File: src/design/assert_macros.svh
// Assertion helpers shared by the RTL files.
`ifndef ASSERT_MACROS_SVH
`define ASSERT_MACROS_SVH

// Property that must hold at every clock edge outside reset.
`define ASSERT_ALWAYS(label, clk, rst_n, expr, msg) \
    label: assert property (@(posedge clk) disable iff (!rst_n) (expr)) else $error(msg);

// Property that must hold whenever the antecedent holds.
`define ASSERT_IMPLY(label, clk, rst_n, ante, cons, msg) \
    label: assert property (@(posedge clk) disable iff (!rst_n) (ante) |-> (cons)) \
        else $error(msg);

`endif

File: src/design/bslr_pkg.sv
package bslr_pkg;

    // Default ring depth
    localparam int MAX_SLOTS_DEF = 4;

    // Width of slot_count, next pointer and scan pointer
    localparam int CNT_W = 3;

    // Action codes
    localparam logic [2:0] ACT_ACQUIRE    = 3'd0;
    localparam logic [2:0] ACT_HAND_OVER  = 3'd1;
    localparam logic [2:0] ACT_GIVE_BACK  = 3'd2;
    localparam logic [2:0] ACT_FRAME_DONE = 3'd3;
    localparam logic [2:0] ACT_MARK_STALE = 3'd4;
    localparam logic [2:0] ACT_REBUILD    = 3'd5;

    // One request
    typedef struct packed {
        logic [2:0]  action;
        logic [3:0]  slot_index;
        logic [63:0] frame_tag;
        logic [3:0]  lock_free_mask;
    } req_t;

    // One result
    typedef struct packed {
        logic       ok;
        logic [1:0] granted_index;
        logic [2:0] busy_count;
        logic       is_stale;
    } rsp_t;

    // Controller to datapath
    typedef struct packed {
        logic cfg_we;   // write slot_count, clear ring
        logic load;     // capture request, arm scan
        logic exec;     // apply a non-scanning action
        logic scan;     // advance scan pointer
        logic grant;    // lease the slot under the scan pointer
        logic finish;   // load result, raise done next cycle
    } cmd_t;

    // Datapath to controller
    typedef struct packed {
        logic scan_mode;   // captured request is an acquire that may scan
        logic hit;         // slot under scan pointer is grantable
        logic last;        // scan pointer is on the last slot to try
    } sts_t;

endpackage

File: src/design/bslr_ctrl.sv
`include "assert_macros.svh"

module bslr_ctrl (
    input  logic           clk,
    input  logic           rst_n,
    input  logic           start,
    input  logic           cfg_valid,
    output logic           busy,
    output logic           cfg_ready,
    output bslr_pkg::cmd_t cmd,
    input  bslr_pkg::sts_t sts
);
    import bslr_pkg::*;

    localparam logic ST_IDLE = 1'b0;
    localparam logic ST_EXEC = 1'b1;

    logic state_reg;
    logic state_next;

    // State update issued this cycle
    logic upd_cycle;

    // Sequencing: an action is applied from EXEC; a scanning acquire stays in EXEC until a grant or the last slot
    always_comb
    begin
        cmd        = '0;
        state_next = state_reg;
        case (state_reg)
            ST_IDLE:
            begin
                // a pending request goes first; the register write waits for the next idle cycle
                cmd.cfg_we = cfg_valid && !start;
                cmd.load   = start;
                if (start)
                begin
                    state_next = ST_EXEC;
                end
            end
            ST_EXEC:
            begin
                if (!sts.scan_mode)
                begin
                    cmd.exec   = 1'b1;
                    cmd.finish = 1'b1;
                    state_next = ST_IDLE;
                end
                else if (sts.hit)
                begin
                    cmd.grant  = 1'b1;
                    cmd.finish = 1'b1;
                    state_next = ST_IDLE;
                end
                else if (sts.last)
                begin
                    cmd.finish = 1'b1;
                    state_next = ST_IDLE;
                end
                else
                begin
                    cmd.scan = 1'b1;
                end
            end
            default:
            begin
                state_next = ST_IDLE;
            end
        endcase
    end

    always_ff @(posedge clk or negedge rst_n)
    begin
        if (!rst_n)
        begin
            state_reg <= ST_IDLE;
        end
        else
        begin
            state_reg <= state_next;
        end
    end

    assign busy      = (state_reg != ST_IDLE);
    assign cfg_ready = (state_reg == ST_IDLE) && !start;
    assign upd_cycle = cmd.exec || cmd.grant;

    `ASSERT_IMPLY(a_busy_from_start, clk, rst_n, $rose(busy), $past(start), "busy without request")
    `ASSERT_IMPLY(a_one_update, clk, rst_n, upd_cycle, cmd.finish && !cmd.scan, "stray update")

endmodule

File: src/design/bslr_dp.sv
`include "assert_macros.svh"

module bslr_dp #(
    parameter int MAX_SLOTS = bslr_pkg::MAX_SLOTS_DEF
) (
    input  logic                        clk,
    input  logic                        rst_n,
    input  bslr_pkg::cmd_t              cmd,
    output bslr_pkg::sts_t              sts,
    input  bslr_pkg::req_t              req,
    input  logic [bslr_pkg::CNT_W-1:0]  cfg_data,
    output bslr_pkg::rsp_t              rsp,
    output logic                        done
);
    import bslr_pkg::*;

    localparam int SLOT_W = (MAX_SLOTS > 1) ? $clog2(MAX_SLOTS) : 1;
    localparam int SUM_W  = $clog2(MAX_SLOTS + 1);

    // Request and scan registers
    req_t             req_reg;
    logic [CNT_W-1:0] scan_ptr_reg;
    logic [CNT_W-1:0] scan_cnt_reg;

    // Ring state
    logic [MAX_SLOTS-1:0] leased_reg,  leased_next;
    logic [MAX_SLOTS-1:0] owned_reg,   owned_next;
    logic [63:0]          tag_reg [MAX_SLOTS];
    logic [CNT_W-1:0]     next_slot_reg, next_slot_next;
    logic                 stale_reg,   stale_next;
    logic [CNT_W-1:0]     count_reg,   count_next;

    // Result registers
    logic       ok_reg;
    logic [1:0] granted_reg;
    logic       done_reg;

    logic [SLOT_W-1:0]    req_idx;
    logic [SLOT_W-1:0]    scan_idx;
    logic                 in_range;
    logic                 tag_match;
    logic                 hand_ok;
    logic                 exec_ok;
    logic [CNT_W-1:0]     scan_ptr_inc;
    logic [CNT_W-1:0]     cfg_sat;
    logic [MAX_SLOTS-1:0] in_use;
    logic [SUM_W-1:0]     busy_sum;

    assign req_idx  = SLOT_W'(req_reg.slot_index);
    assign scan_idx = SLOT_W'(scan_ptr_reg);

    // Index checks for the named slot
    assign in_range  = (count_reg != '0) && ({1'b0, count_reg} > req_reg.slot_index);
    assign tag_match = (tag_reg[req_idx] == req_reg.frame_tag);
    assign hand_ok   = in_range && leased_reg[req_idx];

    // Saturated register write
    assign cfg_sat = (int'(cfg_data) > MAX_SLOTS) ? CNT_W'(MAX_SLOTS) : cfg_data;

    // Ring pointer increment, wrapping at slot_count
    assign scan_ptr_inc = (scan_ptr_reg + 1'b1 == count_reg) ? '0 : scan_ptr_reg + 1'b1;

    // Scan status: only slots 0..3 carry a lock bit
    assign sts.scan_mode = (req_reg.action == ACT_ACQUIRE) && (count_reg != '0) && !stale_reg;
    assign sts.hit       = !scan_ptr_reg[2] && req_reg.lock_free_mask[scan_ptr_reg[1:0]]
                           && !leased_reg[scan_idx] && !owned_reg[scan_idx];
    assign sts.last      = (scan_cnt_reg == count_reg - 1'b1);

    // Next ring state
    always_comb
    begin
        leased_next    = leased_reg;
        owned_next     = owned_reg;
        next_slot_next = next_slot_reg;
        stale_next     = stale_reg;
        count_next     = count_reg;
        exec_ok        = 1'b0;
        case (req_reg.action)
            ACT_HAND_OVER:  exec_ok = hand_ok;
            ACT_GIVE_BACK:  exec_ok = hand_ok;
            ACT_FRAME_DONE: exec_ok = in_range && owned_reg[req_idx] && tag_match;
            ACT_MARK_STALE: exec_ok = (count_reg != '0);
            ACT_REBUILD:    exec_ok = 1'b1;
            default:        exec_ok = 1'b0;
        endcase
        if (cmd.cfg_we)
        begin
            leased_next    = '0;
            owned_next     = '0;
            next_slot_next = '0;
            stale_next     = 1'b0;
            count_next     = cfg_sat;
        end
        else if (cmd.exec && exec_ok)
        begin
            case (req_reg.action)
                ACT_HAND_OVER:
                begin
                    leased_next[req_idx] = 1'b0;
                    owned_next[req_idx]  = 1'b1;
                end
                ACT_GIVE_BACK:
                begin
                    leased_next[req_idx] = 1'b0;
                    owned_next[req_idx]  = 1'b0;
                end
                ACT_FRAME_DONE:
                begin
                    owned_next[req_idx] = 1'b0;
                end
                ACT_MARK_STALE:
                begin
                    stale_next = 1'b1;
                end
                ACT_REBUILD:
                begin
                    leased_next    = '0;
                    owned_next     = '0;
                    next_slot_next = '0;
                    stale_next     = 1'b0;
                    count_next     = '0;
                end
                default:
                begin
                    stale_next = stale_reg;
                end
            endcase
        end
        else if (cmd.grant)
        begin
            leased_next[scan_idx] = 1'b1;
            next_slot_next        = scan_ptr_inc;
        end
    end

    // Control state
    always_ff @(posedge clk or negedge rst_n)
    begin
        if (!rst_n)
        begin
            leased_reg    <= '0;
            owned_reg     <= '0;
            next_slot_reg <= '0;
            stale_reg     <= 1'b0;
            count_reg     <= '0;
            done_reg      <= 1'b0;
            scan_ptr_reg  <= '0;
            scan_cnt_reg  <= '0;
        end
        else
        begin
            leased_reg    <= leased_next;
            owned_reg     <= owned_next;
            next_slot_reg <= next_slot_next;
            stale_reg     <= stale_next;
            count_reg     <= count_next;
            done_reg      <= cmd.finish;
            if (cmd.load)
            begin
                scan_ptr_reg <= next_slot_reg;
                scan_cnt_reg <= '0;
            end
            else if (cmd.scan)
            begin
                scan_ptr_reg <= scan_ptr_inc;
                scan_cnt_reg <= scan_cnt_reg + 1'b1;
            end
        end
    end

    // Payload: request capture, tags, result
    always_ff @(posedge clk)
    begin
        if (cmd.load)
        begin
            req_reg <= req;
        end
        if (cmd.exec && (req_reg.action == ACT_HAND_OVER) && hand_ok)
        begin
            tag_reg[req_idx] <= req_reg.frame_tag;
        end
        if (cmd.finish)
        begin
            ok_reg      <= cmd.exec ? exec_ok : cmd.grant;
            granted_reg <= cmd.grant ? scan_ptr_reg[1:0] : 2'd0;
        end
    end

    // Consumer-owned count over the slots in use
    always_comb
    begin
        busy_sum = '0;
        for (int i = 0; i < MAX_SLOTS; i++)
        begin
            in_use[i] = (i < int'(count_reg));
            busy_sum  = busy_sum + SUM_W'(owned_reg[i] && in_use[i]);
        end
    end

    assign rsp.ok            = ok_reg;
    assign rsp.granted_index = granted_reg;
    assign rsp.busy_count    = CNT_W'(busy_sum);
    assign rsp.is_stale      = stale_reg;
    assign done              = done_reg;

    `ASSERT_ALWAYS(a_one_owner, clk, rst_n, (leased_reg & owned_reg) == '0, "slot leased and owned at once")
    `ASSERT_ALWAYS(a_unused_clear, clk, rst_n, ((leased_reg | owned_reg) & ~in_use) == '0, "slot beyond slot_count in use")
    `ASSERT_ALWAYS(a_next_range, clk, rst_n, (count_reg == '0) ? (next_slot_reg == '0) : (next_slot_reg < count_reg), "next pointer out of ring")
    `ASSERT_IMPLY(a_grant_ok, clk, rst_n, done_reg && (granted_reg != 2'd0), ok_reg, "granted index without success")

endmodule

File: src/design/buffer_slot_lease_ring_top.sv
// Round-robin buffer slot pool. A request is taken when start is high and busy is low; its
// result appears on rsp while done is high for exactly one cycle. The request is registered, then
// applied in the EXEC state, and done is registered from its finish; an acquire on a non-empty,
// non-stale ring stays in EXEC and scans 1 to slot_count slots, examining one slot of the ring
// per cycle. A new request may be taken in the cycle that done is high. The receiver cannot
// stall: done is a single pulse and must be captured when it appears. busy_count and is_stale
// on rsp reflect the ring state after the action. slot_count is written through cfg_valid/cfg_ready
// while busy and start are low; the write also clears the ring.
module buffer_slot_lease_ring_top #(
    parameter int MAX_SLOTS = bslr_pkg::MAX_SLOTS_DEF
) (
    input  logic                        clk,
    input  logic                        rst_n,
    input  logic                        start,
    output logic                        busy,
    input  bslr_pkg::req_t              req,
    output logic                        done,
    output bslr_pkg::rsp_t              rsp,
    input  logic                        cfg_valid,
    output logic                        cfg_ready,
    input  logic [bslr_pkg::CNT_W-1:0]  cfg_data
);
    import bslr_pkg::*;

    cmd_t cmd;
    sts_t sts;

    // Sequencer
    bslr_ctrl u_ctrl (
        .clk       (clk),
        .rst_n     (rst_n),
        .start     (start),
        .cfg_valid (cfg_valid),
        .busy      (busy),
        .cfg_ready (cfg_ready),
        .cmd       (cmd),
        .sts       (sts)
    );

    // Ring state and result
    bslr_dp #(
        .MAX_SLOTS (MAX_SLOTS)
    ) u_dp (
        .clk      (clk),
        .rst_n    (rst_n),
        .cmd      (cmd),
        .sts      (sts),
        .req      (req),
        .cfg_data (cfg_data),
        .rsp      (rsp),
        .done     (done)
    );

endmodule
File: config.mk
export PLATFORM = sky130hd
export DESIGN_NAME = buffer_slot_lease_ring_top
export DESIGN_NICKNAME = d
export VERILOG_FILES = /design/src/design/bslr_pkg.sv /design/src/design/bslr_ctrl.sv /design/src/design/bslr_dp.sv /design/src/design/buffer_slot_lease_ring_top.sv
export VERILOG_INCLUDE_DIRS = /design/src /design/src/design
export SDC_FILE = /design/constraint.sdc
export NUM_CORES = 1
export LEC_CHECK = 0
export BUFFER_PORTS_ARGS = -buffer_cell sky130_fd_sc_hd__buf_2
export CORE_ASPECT_RATIO = 1.25
export CORE_MARGIN = 10
export CORE_UTILIZATION = 40
export DETAILED_ROUTE_END_ITERATION = 10
export PLACE_DENSITY = 0.6
export SYNTH_ARGS = -nofsm -noshare
export SYNTH_HDL_FRONTEND = slang
export SYNTH_SLANG_ARGS = --single-unit
export TNS_END_PERCENT = 50
File: constraint.sdc
create_clock -name clk -period 15.49 [get_ports clk]
set_input_delay 1.549 -clock clk [delete_from_list [all_inputs] [get_ports clk]]
set_output_delay 1.549 -clock clk [all_outputs]
set_load 0.1 [all_outputs]
=== Word-level counts from Yosys, hierarchy flattened ===
Memories as Yosys holds them, arrays and structs flattened. A register that Yosys moved wholly into a read port is not among the register bits.
Index checks and enable logic that the tools add are counted.

* Bits of input ports: 82
* Memories: 1
* Word-level logic and storage cells: 142
* RAM bits: 256
* Output and inout bits: 10
* Flip-flop bits (word level): 101

* Bitwise logic cells: 6
* Reductions and logical operators: 40
* Equal/unequal tests: 10
* Add/sub/neg operators: 6
* $lt $le $gt $ge: 10
* Mux-type cells: 54

{| class="wikitable"
|+ Memories
! name !! words !! bits a word !! read ports !! clocked after memory_dff !! wr ports !! RTL line !! RTL
|-
| u_dp.tag_reg || 4 || 64 || 1 || 1 || 1 || bslr_dp.sv:28 || <nowiki>logic [63:0] tag_reg [MAX_SLOTS];</nowiki>
|}

{| class="wikitable"
|+ Operator list
! cell !! number
|-
| 64-bit == test || 1
|-
| 3-bit two-way mux || 12
|-
| 4-bit two-way mux || 6
|-
| 1-bit two-way mux || 21
|-
| 1-bit logical AND || 20
|-
| 4-bit one-hot mux with 3 select lines || 1
|-
| 1-bit binary-select mux with 2-bit select || 5
|-
| 2-bit AND reduction || 5
|-
| 3-bit nonzero test || 3
|-
| 4-bit bitwise AND || 2
|-
| 4-bit OR || 2
|-
| 4-bit one-hot mux with 2 select lines || 1
|-
| 3-bit by 1-bit adder with 3-bit output || 2
|-
| 3-bit by 1-bit adder with 3-bit output (second input constant) || 2
|-
| 3-bit by 2-bit == test with 1-bit output (second input constant) || 2
|-
| 3-bit == test || 2
|-
| 3-bit == test (second input constant) || 2
|-
| 1-bit by 3-bit < comparator with 1-bit output (first input constant) || 2
|-
| 2-bit by 3-bit < comparator with 1-bit output (first input constant) || 2
|-
| 2-bit by 3-bit < comparator with 1-bit output (second input constant) || 2
|-
| 2-bit two-way mux || 3
|-
| 2-bit nonzero test || 3
|-
| 1-bit logical NOT || 5
|-
| 1-bit demux with 2-bit select || 2
|-
| other kinds (15) || 18
|}

=== Depth between registers and ports, before layout ===
Gate-level depths: netlist (run 1).

* Word-level depth: 12
* Gate-level depth with buffers: 11
* Depth with buffers taken out: 9

=== Hierarchy ===
Synthesis (run 1) repeated with hierarchy kept, for this count alone.

* Cell total of the unflattened synthesis: 709
* Area total of the unflattened synthesis: 14072.2 µm²

{| class="wikitable"
|+ Modules (own cells, without submodules)
! module !! area each (µm²) !! times used !! cells an instance
|-
| bslr_dp || 13989.7 || 1 || 699
|-
| bslr_ctrl || 82.6 || 1 || 10
|}

=== Worst setup path before layout (run 1) ===
Ideal clock, no wire load.

* Path kind: flip-flop to flip-flop
* From: register u_dp.count_reg[0]
* To: memory u_dp.tag_reg[2][0], enable pin
* Setup time: 0.565 ns
* Slack: 8.755 ns
* Data arrival time: 6.169 ns
* Clock period less this slack: 6.735 ns
* Data required time: 14.925 ns
* Stages on the path, launching flop included: 9
* Path through: dfrtp_1 clkbuf_1 inv_1 ha_1 nand3_1 and3b_1 o211ai_1 or4_1 nor3_1

* Cells in the longest elaborated chain, start to end: 9

{| class="wikitable"
|+ RTL lines
! element !! RTL line !! RTL
|-
| from (decl) || bslr_dp.sv:31 || <nowiki>logic [CNT_W-1:0] count_reg, count_next;</nowiki>
|-
| from (signal assigned) || bslr_dp.sv:156 || <nowiki>count_reg <= count_next;</nowiki>
|-
| 3-bit nonzero test || bslr_dp.sv:53, bslr_dp.sv:64 ||
|-
| 1-bit logical AND (2 in a row) || bslr_dp.sv:64 || <nowiki>assign sts.scan_mode = (req_reg.action == ACT_ACQUIRE) && (count_reg != '0) && !stale_reg;</nowiki>
|-
| 1-bit two-way mux || bslr_ctrl.sv:42 || <nowiki>if (!sts.scan_mode)</nowiki>
|-
| 4-bit two-way mux || bslr_ctrl.sv:29 || <nowiki>case (state_reg)</nowiki>
|-
| 1-bit logical AND || bslr_dp.sv:178 || <nowiki>if (cmd.exec && (req_reg.action == ACT_HAND_OVER) && hand_ok)</nowiki>
|-
| 1-bit logical AND (*) || bslr_dp.sv:178 ||
|-
| 1-bit two-way mux (*) || bslr_dp.sv:178 ||
|-
| 1-bit two-way mux (not written as such) (*) || bslr_dp.sv:180 || <nowiki>tag_reg[req_idx] <= req_reg.frame_tag;</nowiki>
|-
| to (decl) || bslr_dp.sv:28 ||
|}

Mark *: on every way between the ends. The rest lies on a longest branch, timed or not.

==> summary.md, run 1 <==
| Metric | Value |
|---|---|
| Status | finished, final reports clean |
| Insertion delay to the later sink of the worst-skew pair | around 0.52 ns |
| Fmax | approximately 230 MHz |
| Peak supply drop | about 0.16 mV |
| Prevailing post-synth register cell | edfxtp_1 |
| Clk sinks | 359 |
| HP Class | reg -> reg |
| Site row count | between 70 and 80 |
| Initial Utilization | 0.4026 |
| Post-Syn Nets | roughly 800 |
| Crit-path slowest cell | dfrtp_1 |
| Share of layout cells above drive strength 1 | 0.2714 |
| Worst EP arrival | 2.79 ns |
| Hold Startpoint | u_dp.req_reg[33] |
| Final Net Count | 921 |
| Die ar. | 0.04336 sq mm |
| Worst Path Required | about 14 ns |
| Synth-to-layout area growth | 15.08% |
| Most frequent cells in the layout | edfxtp_1, buf_2, mux4_2 |
| Most common cell after layout, fill and taps aside | edfxtp_1 |
| Count of final hold-check violations | 0 |
| Worst hold path depth | 0 |
| Main combinational cell family by area after synthesis | multiplexers |
| RSZ-0062 raised after global routing | false |
| Placed cell area | ~0.015 sq mm |
| Antenna-violating nets left | 0 |
| Post-synth ARST share | 0.06407 |
| Minimum clock period | between 4 and 5 ns |
| Max Buffers Root-to-Sink | 3 |
| Cells along the critical path | inv_1, ha_1, a21oi_1, o21a_1, ha_1, inv_1, fa_1, inv_1, ha_1, buf_2 |
| Gr ovfl total | 0 |
| Antenna diodes | 0 |
| Number of global-route vias before repair | approximately 7300 |
| Sequential share of the synthesized area | 0.7520 |
| Yosys reg bits | 359 |
| Power Dens Cells | around 160 mW/mm^2 |
| Crit. Startpoint | u_dp.count_reg[1] |
| Leak | around 5.4 nW |
| Clk slew on worst S/H paths | ~0.06 ns |
| End of the worst hold path | u_dp.tag_reg[3][29] |
| Syn Std Cell Area | about 0.014 sq mm |
| Post-DP HPWL | between 15000 and 20000 um |
| Post-synthesis xor/xnor area fraction | 0.04684 |
| Ys Warns | 0 |
| Crit path max-delay family | adder cells |
| Max_cap viols | 0 |
| WL final | about 27000 um |
| Syn Area/Cell | around 20 sq um |
| First-pass GRT wire length | ~42000 um |
| CP startpoint kind | flop |
| Worst slew margin | 0.3236 |
| Fin. max-slew vios | 0 |
| R2r endpoint | u_dp.owned_reg[2] |
| DR pass1 iterations | 5 |
| Synth Area in Simple Gates | 0.03818 |
| Core Box Area | between 0.03 and 0.04 sq mm |
| Routed length per instance | approximately 20 um |
| Number of flip-flops in the largest register | 256 |
| Complex-gate fraction of the synthesized area | 0.02669 |
| Initial drt markers | 456 |
| Reg-to-reg slack, setup | about 12 ns |
| Via count | roughly 6800 |
| Synth unique cells | between 50 and 60 |
| Crit Path Max Fanout | 6 |
| CTS resizes | 0 |
| Worst-margin pin slew | ~1.0 ns |
| Max stage delay on crit path | 0.45 ns |
| I/O pins | 92 |
| Post-CTS Setup Repair Bufs | 0 |
| Reg2Reg Depth | 8 |
| Crit path capture type | output pin |
| Number of synthesized flops with an enable pin | 334 |
| Avg Vias per Cell | a little over 5 |
| Largest net degree at the start of global routing | 65 |
| Crit Path Class | reg -> out |
| Clock Skews | just under 0.02 ns |
| DRC errors left | 0 |
| Initial antenna violation count | 0 |
| Critical path buffers and inverters | 4 |
| Final Wtd Congestion | about 0.75 |
| Adder-Cell Fraction of Synth Area | 0.01290 |
| Total negative slack | 0 ns |
| Syn Inst Count | about 710 |
| # setup viols final | 0 |
| GRT Total Usage | 0.1240 |
| Finished Cell Area | roughly 0.016 sq mm |
| H-tree Lvls | 2 |
| Fin crit share | 0.2802 |
| Port Buf Inserts | 91 |
| Die Wd | about 190 um |
| Die height | ~230 um |
| CTS buffer count | 36 |
| Post-synthesis mux area share | 0.1092 |
| Root Driver | clkbuf_16 |
| Cts-stage hold buffer count | 0 |
| CTS tree | built |
synthesized netlist by cell type (all sizes together), types with 2 or more instances:
master,instances,share of area
dfrtp,23,0.041
o22ai,4,0.0018
xnor2,60,0.037
clkbuf,10,0.0027
o21ai,16,0.0059
o2111ai,2,0.0012
nor2b,6,0.0027
xor2,13,0.0080
mux2,2,0.0016
mux2i,6,0.0042
buf,15,0.0078
nand2b,2,0.00088
edfxtp,334,0.71
o21a,3,0.0016
mux4,65,0.10
nor2,20,0.0053
or2,2,0.00088
and2,4,0.0018
nand2,25,0.0066
ha,13,0.011
nand4,12,0.0057
nor3b,5,0.0027
a211oi,2,0.0011
inv,14,0.0037
a21o,2,0.0011
dfxtp,2,0.0028
a21oi,8,0.0028
o41ai,4,0.0025
a32o,4,0.0028
a32oi,3,0.0019
nand3,7,0.0028
nor4,5,0.0035
nor3,6,0.0021
and3,3,0.0013
through the flow:
step           cells  setup slack [ns]  hold slack (ns)  total power [W]  utilization
6_report        1325             11.15           0.5511         0.002562       0.4633
5_1_grt         1325             10.94           0.5649         0.002688       0.4633
3_5_place_dp    1261             11.66           0.5289         0.001755       0.4307
2_1_floorplan    714             8.755           0.4988         0.001637            -
4_1_cts         1325             11.11           0.5513         0.002604       0.4633
3_3_place_gp    1261             11.67           0.5243         0.001748       0.4307
worst max-delay path by stage:
stage	slack (ns)	cells after the start	endpoint
after floorplan	8.76	8	u_dp.tag_reg[2][0]
after global placement	11.67	3	cfg_ready
after detailed placement	11.66	3	cfg_ready
after CTS	11.11	10	rsp[3]
after global routing	10.94	10	rsp[3]
final	11.15	10	rsp[3]
worst reg2reg max path, stage by stage, from the launching register on:
cell and delay, ns:
dfxtp_4 0.90, buf_4 0.60, mux4_2 0.60, xnor2_1 0.14, nand2_1 0.07, nor4_1 0.42
nand4_2 0.29, o41ai_1 0.47, o22ai_1 0.12
logic make-up after synthesis:
kind of cell / after synthesis
AOI/OAI and AO/OA: 55
xor gates and xnor gates: 74
adders and majority gates: 14
buffers and inverters: 39
DFF: 359
muxes: 73
and+or+nand+nor: 100
area by class of cell:
type	instances	area, sq um
clock buffer	47	973.4
sequential	359	10650
timing repair buffer	98	508.0
inverter	14	52.55
multi-input combinational	316	3343
fill	2962	18870
tap	474	593.1
clock inverter	17	170.2
layer usage:
metal	track usage	vias to the layer above	share of wire
li1	-	3075	-
met1	0.1511	3522	0.42
met2	0.2144	157	0.52
met3	0.02534	49	0.041
met4	0.04407	0	0.025
met5	0	-	0
power by group:
part | leakage, nW | switching [W] | internal (W)
sequential | 3.34 | 0.000102 | 0.00116
combinational | 1.52 | 0.000255 | 0.000209
clock | 0.553 | 0.000344 | 0.000495
total | 5.42 | 0.000701 | 0.00186
No activity file was read; power rests on OpenSTA's default activity.
==> run 2, diff against run 1 <==
Settings changed: ABC_AREA set to 1, PLACE_DENSITY 0.6 to 0.59.
Clock period 15.49 ns to 4.5 ns, I/O delays scaled along.
==> summary.md, run 2 <==
| Metric | Value |
|---|---|
| Number of global-route vias before repair | 9783 (+34%) |
| Worst-margin pin slew | 0.8390 ns (-0.1756 ns) |
| Power Dens Cells | 489.0 mW/mm^2 (+210%) |
| Post-DP HPWL | 18950 um (+17%) |
| Avg Vias per Cell | 4.977 (-3.1%) |
| Final Wtd Congestion | 0.8648 (+16%) |
| Total negative slack | 0 ns (unchanged) |
| Top cells by count, synth | nand2_1, edfxtp_1, nand3_1, nor2_1, inv_1 |
| Crit path max-delay family | buffers and inverters |
| Worst EP arrival | 2.81 ns (+0.02 ns) |
| GRT Total Usage | 0.1379 (+0.01395) |
| Max Buffers Root-to-Sink | 3 (unchanged) |
| Crit Path Max Fanout | 7 (+1) |
| Syn Inst Count | 1297 (+82%) |
| Insertion delay to the later sink of the worst-skew pair | 0.54 ns (+0.02 ns) |
| Crit path capture type | output pin |
| Count leader, synth | nand2_1 |
| CTS buffer count | 38 (+5.6%) |
| Routed length per instance | 16.94 um (-16%) |
| Hold slack | 0.08737 ns (-0.4637 ns) |
| Cts-stage hold buffer count | 1 (+1) |
| Post-Syn Nets | 1393 (+72%) |
| Leak | 6.712 nW (+24%) |
| Fmax | approximately 310 MHz |
| Part of the power in registers | 0.472 (-0.019) |
| Crit Path Class | reg -> out |
| Dpl ws | 1.430 ns (-10.23 ns) |
| Worst slew margin | 0.4407 (+0.1171) |
| Site row count | 79 (+2.6%) |
| Die height | 236.7 um (+2.8%) |
| Most frequent cells in the layout | nand2_1, edfxtp_1, nand3_1 |
| Crit-path most repeated cell | inv_1 |
| Peak supply drop | 0.6738 mV (+310%) |
| Die Wd | 193.4 um (+2.7%) |
| Prevailing post-synth register cell | edfxtp_1 |
| HP Class | in -> reg |
| Worst Path Required | 4.05 ns (-9.89 ns) |
| Reg2Reg Depth | 9 (+1) |
| Number of flip-flops in the largest register | 256 (unchanged) |
| Root Driver | clkbuf_16 |
| Initial drt markers | 523 (+15%) |
| Number of synthesized flops with an enable pin | 334 (unchanged) |
| Cells along the critical path | inv_1, nand2_1, nor2_1, a211oi_1, ha_1, inv_1, fa_1, inv_1, buf_2 |
| Initial Utilization | 0.4044 (+0.001794) |
| Max stage delay on crit path | 0.51 ns (+0.06 ns) |
| Core Box Area | 0.03717 sq mm (+5.7%) |
| Cell Count Post-Placement | 1841 (+46%) |
| Int Pwr | 0.006109 W (+230%) |
| Status | finished, final reports clean |
| Max_cap viols | 0 (unchanged) |
| Most area-consuming cells after synthesis | edfxtp_1, nand2_1, nand3_1, dfrtp_1, nand3b_1 |
| Final Instance Count excl. Fillers | 1911 (+44%) |
| Clock network power share | 0.374 (+0.047) |
| Area leader, netlist | edfxtp_1 |
| Gr ovfl total | 0 (unchanged) |
| DR pass1 iterations | 7 (+2) |
| Clk sinks | 359 (unchanged) |
| Final Net Count | 1492 (+62%) |
| Switch Pwr | 0.002342 W (+230%) |
| Tot Pwr | 0.008452 W (+230%) |
| Yosys reg bits | 359 (unchanged) |
| First-pass GRT wire length | 51730 um (+24%) |
| Switch share | 0.2771 (+0.003574) |
| Most common cell after layout, fill and taps aside | nand2_1 |
| Crit-path slowest cell | dfrtp_1 |
| WL final | 32370 um (+20%) |
| Largest net degree at the start of global routing | 129 (+98%) |
| CTS resizes | 0 (unchanged) |
| Area share of the largest cell type after synthesis | 0.6674 (-0.04111) |
| Clock Skews | 0.01839 ns (-0.001256 ns) |
| Filler instances | 3403 (+15%) |
| I/O pins | 92 (unchanged) |
| Fin crit share | 0.7238 |
| # setup viols final | 0 (unchanged) |
| Worst setup margin | 1.243 ns (-9.906 ns) |
| Die ar. | 0.04577 sq mm (+5.6%) |
| Worst hold path depth | 1 (+1) |
| H-tree Lvls | 2 (unchanged) |
| CTS tree | built |
| Syn Area/Cell | 11.59 sq um (-42%) |
| Share of layout cells above drive strength 1 | 0.1207 (-0.1507) |
| Antenna-violating nets left | 0 (unchanged) |
| Power share of the combinational group | 0.154 (-0.027) |
| Post-synth ARST share | 0.06407 (unchanged) |
| Post-CTS Setup Repair Bufs | 0 (unchanged) |
| Port Buf Inserts | 91 (unchanged) |
| Antenna diodes | 0 (unchanged) |
| DRC errors left | 0 (unchanged) |
| Critical path buffers and inverters | 4 (unchanged) |
| Count of final hold-check violations | 0 (unchanged) |
| Synth unique cells | 34 (-36%) |
| Ys Warns | 0 (unchanged) |
| Via count | 9511 (+40%) |
| CP startpoint kind | flop |
| Fin. max-slew vios | 0 (unchanged) |
| Clk slew on worst S/H paths | 0.06 ns (about the same) |
| Synth-to-layout area growth | 15.01% (about the same) |
| Critical Path Stages | 9 (-1) |
| Initial antenna violation count | 0 (unchanged) |
| Sequential share of the synthesized area | 0.7084 (-0.04364) |
| Minimum clock period | ~3.3 ns |
| RSZ-0062 raised after global routing | false |
| Syn Std Cell Area | 0.01503 sq mm (+6.2%) |
[run 2: cell count changes after synthesis, sizes merged, moves of 12 or more]
cell,delta
xnor2,-58
nor2,+44
mux4,-65
nand2,+461
nand3,+155
nand3b,+39
xor2,+12
inv,+30
buf,+27
[run 2: routing by layer]
| metal | share of wire | vias up | global-route usage |
|---|---|---|---|
| met5 | 0 | - | 0 |
| met4 | 0.025 | 0 | 0.04400 |
| met3 | 0.048 | 58 | 0.02771 |
| met2 | 0.49 | 215 | 0.2371 |
| met1 | 0.44 | 4574 | 0.1705 |
| li1 | - | 4664 | - |
[run 2: logic make-up (layout without fill, tap and decap cells)]
| logic type | count (synthesis) | after routing | synth area share |
|---|---|---|---|
| and+or+nand+nor | 766 | 766 | 0.2186 |
| adders and majority gates | 14 | 14 | 0.01216 |
| DFF | 359 | 359 | 0.7084 |
| AOI/OAI and AO/OA | 40 | 40 | 0.01532 |
| xor gates and xnor gates | 27 | 27 | 0.01574 |
| buffers and inverters | 91 | 219 | 0.02981 |
[run 2: worst paths after layout]
check / start / slack, ns / endpoint
worst max-delay path: u_dp.count_reg[2] / 1.24 / rsp[1]
min in group asynchronous: rst_n / 0.44 / u_dp.owned_reg[0]
worst min register to register: u_dp.scan_cnt_reg[2] / 0.49 / u_dp.scan_cnt_reg[2]
max in group asynchronous: rst_n / 3.68 / u_dp.next_slot_reg[1]
worst min-delay path: req[9] / 0.09 / u_dp.req_reg[9]
worst max register to register: u_dp.count_reg[0] / 1.44 / u_dp.tag_reg[3][31]
[run 2: area by class of cell]
| type | instances | area [sq um] | share of cell area |
|---|---|---|---|
| inverter | 47 | 178.9 | 0.01035 |
| tap | 486 | 608.1 | 0.03518 |
| clock inverter | 22 | 274.0 | 0.01585 |
| clock buffer | 47 | 984.7 | 0.05697 |
| sequential | 359 | 10650 | 0.6162 |
| multi-input combinational | 847 | 3965 | 0.2294 |
| timing repair buffer | 103 | 623.1 | 0.03605 |
[run 2: per-stage QoR]
step	utilization	cell area (sq um)
after floorplan	-	15030
after global placement	0.4309	16020
after detailed placement	0.4309	16020
after CTS	0.4651	17280
after global routing	0.4651	17280
final	0.4651	17280
[run 2: power by group through the flow]
stage	logic (W)	registers (W)	clock network, W
2_1_floorplan	0.00100	0.00401	0
3_3_place_gp	0.00130	0.00405	0
3_5_place_dp	0.00131	0.00405	0
4_1_cts	0.00132	0.00398	0.00325
5_1_grt	0.00147	0.00400	0.00338
6_report	0.00130	0.00399	0.00316
==> run 3, diff against run 2 <==
Clock period 4.5 ns to 3.3 ns, I/O delays scaled along.
==> summary.md, run 3 (synthesis results as in run 2) <==
| Metric | Value |
|---|---|
| Status | finished, final reports clean |
| Most frequent cells in the layout | nand2_1, edfxtp_1, nand3_1 |
| Minimum clock period | approximately 3.1 ns |
| Final Net Count | 1571 (+5.3%) |
| Port Buf Inserts | 91 (unchanged) |
| Hold slack | 0.03879 ns (-0.04859 ns) |
| WL final | 33060 um (+2.1%) |
| Number of flip-flops in the largest register | 256 (unchanged) |
| Worst setup margin | 0.1836 ns (-1.060 ns) |
| Max_cap viols | 0 (unchanged) |
| Crit-path most repeated cell | inv_1 |
| Antenna diodes | 0 (unchanged) |
| CTS buffer count | 38 (unchanged) |
| Total negative slack | 0 ns (unchanged) |
| DR pass1 iterations | 5 (-2) |
| Fmax | 320.9 MHz |
| Fin. max-slew vios | 0 (unchanged) |
| Cells along the critical path | inv_1, nand2_1, nor2_1, a211oi_1, ha_1, inv_1, fa_1, inv_1, buf_2 |
| Initial drt markers | 569 (+8.8%) |
| Site row count | 79 (unchanged) |
| Post-DP HPWL | 19580 um (+3.3%) |
| Worst Path Required | 2.97 ns (-1.08 ns) |
| Crit path capture type | output pin |
| # setup viols final | 0 (unchanged) |
| Share of layout cells above drive strength 1 | 0.1170 (-0.003680) |
| Antenna-violating nets left | 0 (unchanged) |
| Most common cell after layout, fill and taps aside | nand2_1 |
| Worst EP arrival | 2.79 ns (-0.02 ns) |
| Gr ovfl total | 0 (unchanged) |
| Synth-to-layout area growth | 19.95% |
| Critical path buffers and inverters | 4 (unchanged) |
| Crit Path Max Fanout | 7 (unchanged) |
| Clk sinks | 359 (unchanged) |
| Post-CTS Setup Repair Bufs | 0 (unchanged) |
| Multi-input logic area | 0.003965 sq mm (unchanged) |
| Worst-margin pin slew | 0.6212 ns (-0.2178 ns) |
| Fin crit share | 0.9444 |
| Crit Path Class | reg -> out |
| CP startpoint kind | flop |
| Crit-path slowest cell | dfrtp_1 |
| Number of global-route vias before repair | 10092 (+3.2%) |
| Count of final hold-check violations | 0 (unchanged) |
| Filler instances | 3324 (-2.3%) |
| Core Box Area | 0.03717 sq mm (unchanged) |
| Die Wd | 193.4 um (unchanged) |
| GRT Total Usage | 0.1431 (+0.005147) |
| Insertion delay to the later sink of the worst-skew pair | 0.54 ns (about the same) |
| Initial antenna violation count | 0 (unchanged) |
| Die height | 236.7 um (unchanged) |
| Clock Skews | 0.02650 ns (+0.008109 ns) |
| Peak supply drop | 0.8428 mV (+25%) |
| HP Class | in -> reg |
| Avg Vias per Cell | 4.931 (-0.93%) |
| Leak | 7.029 nW (+4.7%) |
| RSZ-0062 raised after global routing | false |
| Largest net degree at the start of global routing | 129 (unchanged) |
| Initial Utilization | 0.4044 (unchanged) |
| Routed length per instance | 16.61 um (-1.9%) |
| H-tree Lvls | 2 (unchanged) |
| Via count | 9812 (+3.2%) |
| Worst slew margin | 0.5859 (+0.1452) |
| Storage cell area | 0.01065 sq mm (unchanged) |
| First-pass GRT wire length | 53360 um (+3.1%) |
| Dpl ws | 0.2930 ns (-1.137 ns) |
| Final Wtd Congestion | 0.8754 (+1.2%) |
| Crit path max-delay family | buffers and inverters |
| Die ar. | 0.04577 sq mm (unchanged) |
| Power Dens Cells | 631.3 mW/mm^2 (+29%) |
| DRC errors left | 0 (unchanged) |
| I/O pins | 92 (unchanged) |
| CTS tree | built |
| Tot Pwr | 0.01138 W (+35%) |
| Root Driver | clkbuf_16 |
| Clk slew on worst S/H paths | 0.06 ns (about the same) |
| Max Buffers Root-to-Sink | 3 (unchanged) |
| Max stage delay on crit path | 0.51 ns (about the same) |
[run 3: per-stage QoR]
step / utilization / std cells / instance area, sq um
final: 0.4850 / 1990 / 18030
after global routing: 0.4850 / 1990 / 18030
after CTS: 0.4850 / 1990 / 18020
after detailed placement: 0.4329 / 1846 / 16090
after global placement: 0.4329 / 1846 / 16090
after floorplan: - / 1297 / 15040
[run 3: final cells by class]
cell class,count,share of cell area
clock buffers,48,0.05713
multi-input cells,847,0.2200
repair buffers,182,0.07982
well taps,486,0.03373
flip-flops and latches,359,0.5908
inverters,47,0.009995
clock inverters,21,0.008538
[run 3: layer usage]
metal,global-route usage,vias up,share of wire
met5,0,-,0
met2,0.2489,209,0.50
met3,0.02827,54,0.046
li1,-,4833,-
met4,0.04729,0,0.025
met1,0.1741,4716,0.43
[run 3: report_power, final]
group | internal, W | switching [W]
Sequential | 0.00519 | 0.000241
Clock | 0.00237 | 0.00170
Combinational | 0.000618 | 0.00126
Total | 0.00817 | 0.00321
[run 3: repair_timing]
action | in CTS | in global routing
resized for setup | 0 | 1
endpoints found under the hold margin | 97 | 0
setup endpoints to repair | 0 | 5
hold buffers | 75 | 0
[run 3: path summary, 6_finish.rpt]
kind / slack (ns) / startpoint / to / depth (start not counted)
worst min-delay path: 0.04 / req[44] / u_dp.req_reg[44] / 1
worst min register to register: 0.49 / u_dp.scan_cnt_reg[2] / u_dp.scan_cnt_reg[2] / 1
min in group asynchronous: 0.33 / rst_n / u_dp.done / 2
worst max-delay path: 0.18 / u_dp.count_reg[2] / rsp[1] / 9
max in group asynchronous: 2.59 / rst_n / u_dp.leased_reg[2] / 2
worst max register to register: 0.31 / u_dp.count_reg[0] / u_dp.owned_reg[2] / 18
[run 3: worst reg2reg max path, delay by kind of cell, from the launching register on]
family,cells,cell delay (ns)
fa+ha+maj,1,0.22
flops,1,0.48
buf+inv,1,0.17
simple gates,15,1.95
compound gates,1,0.06
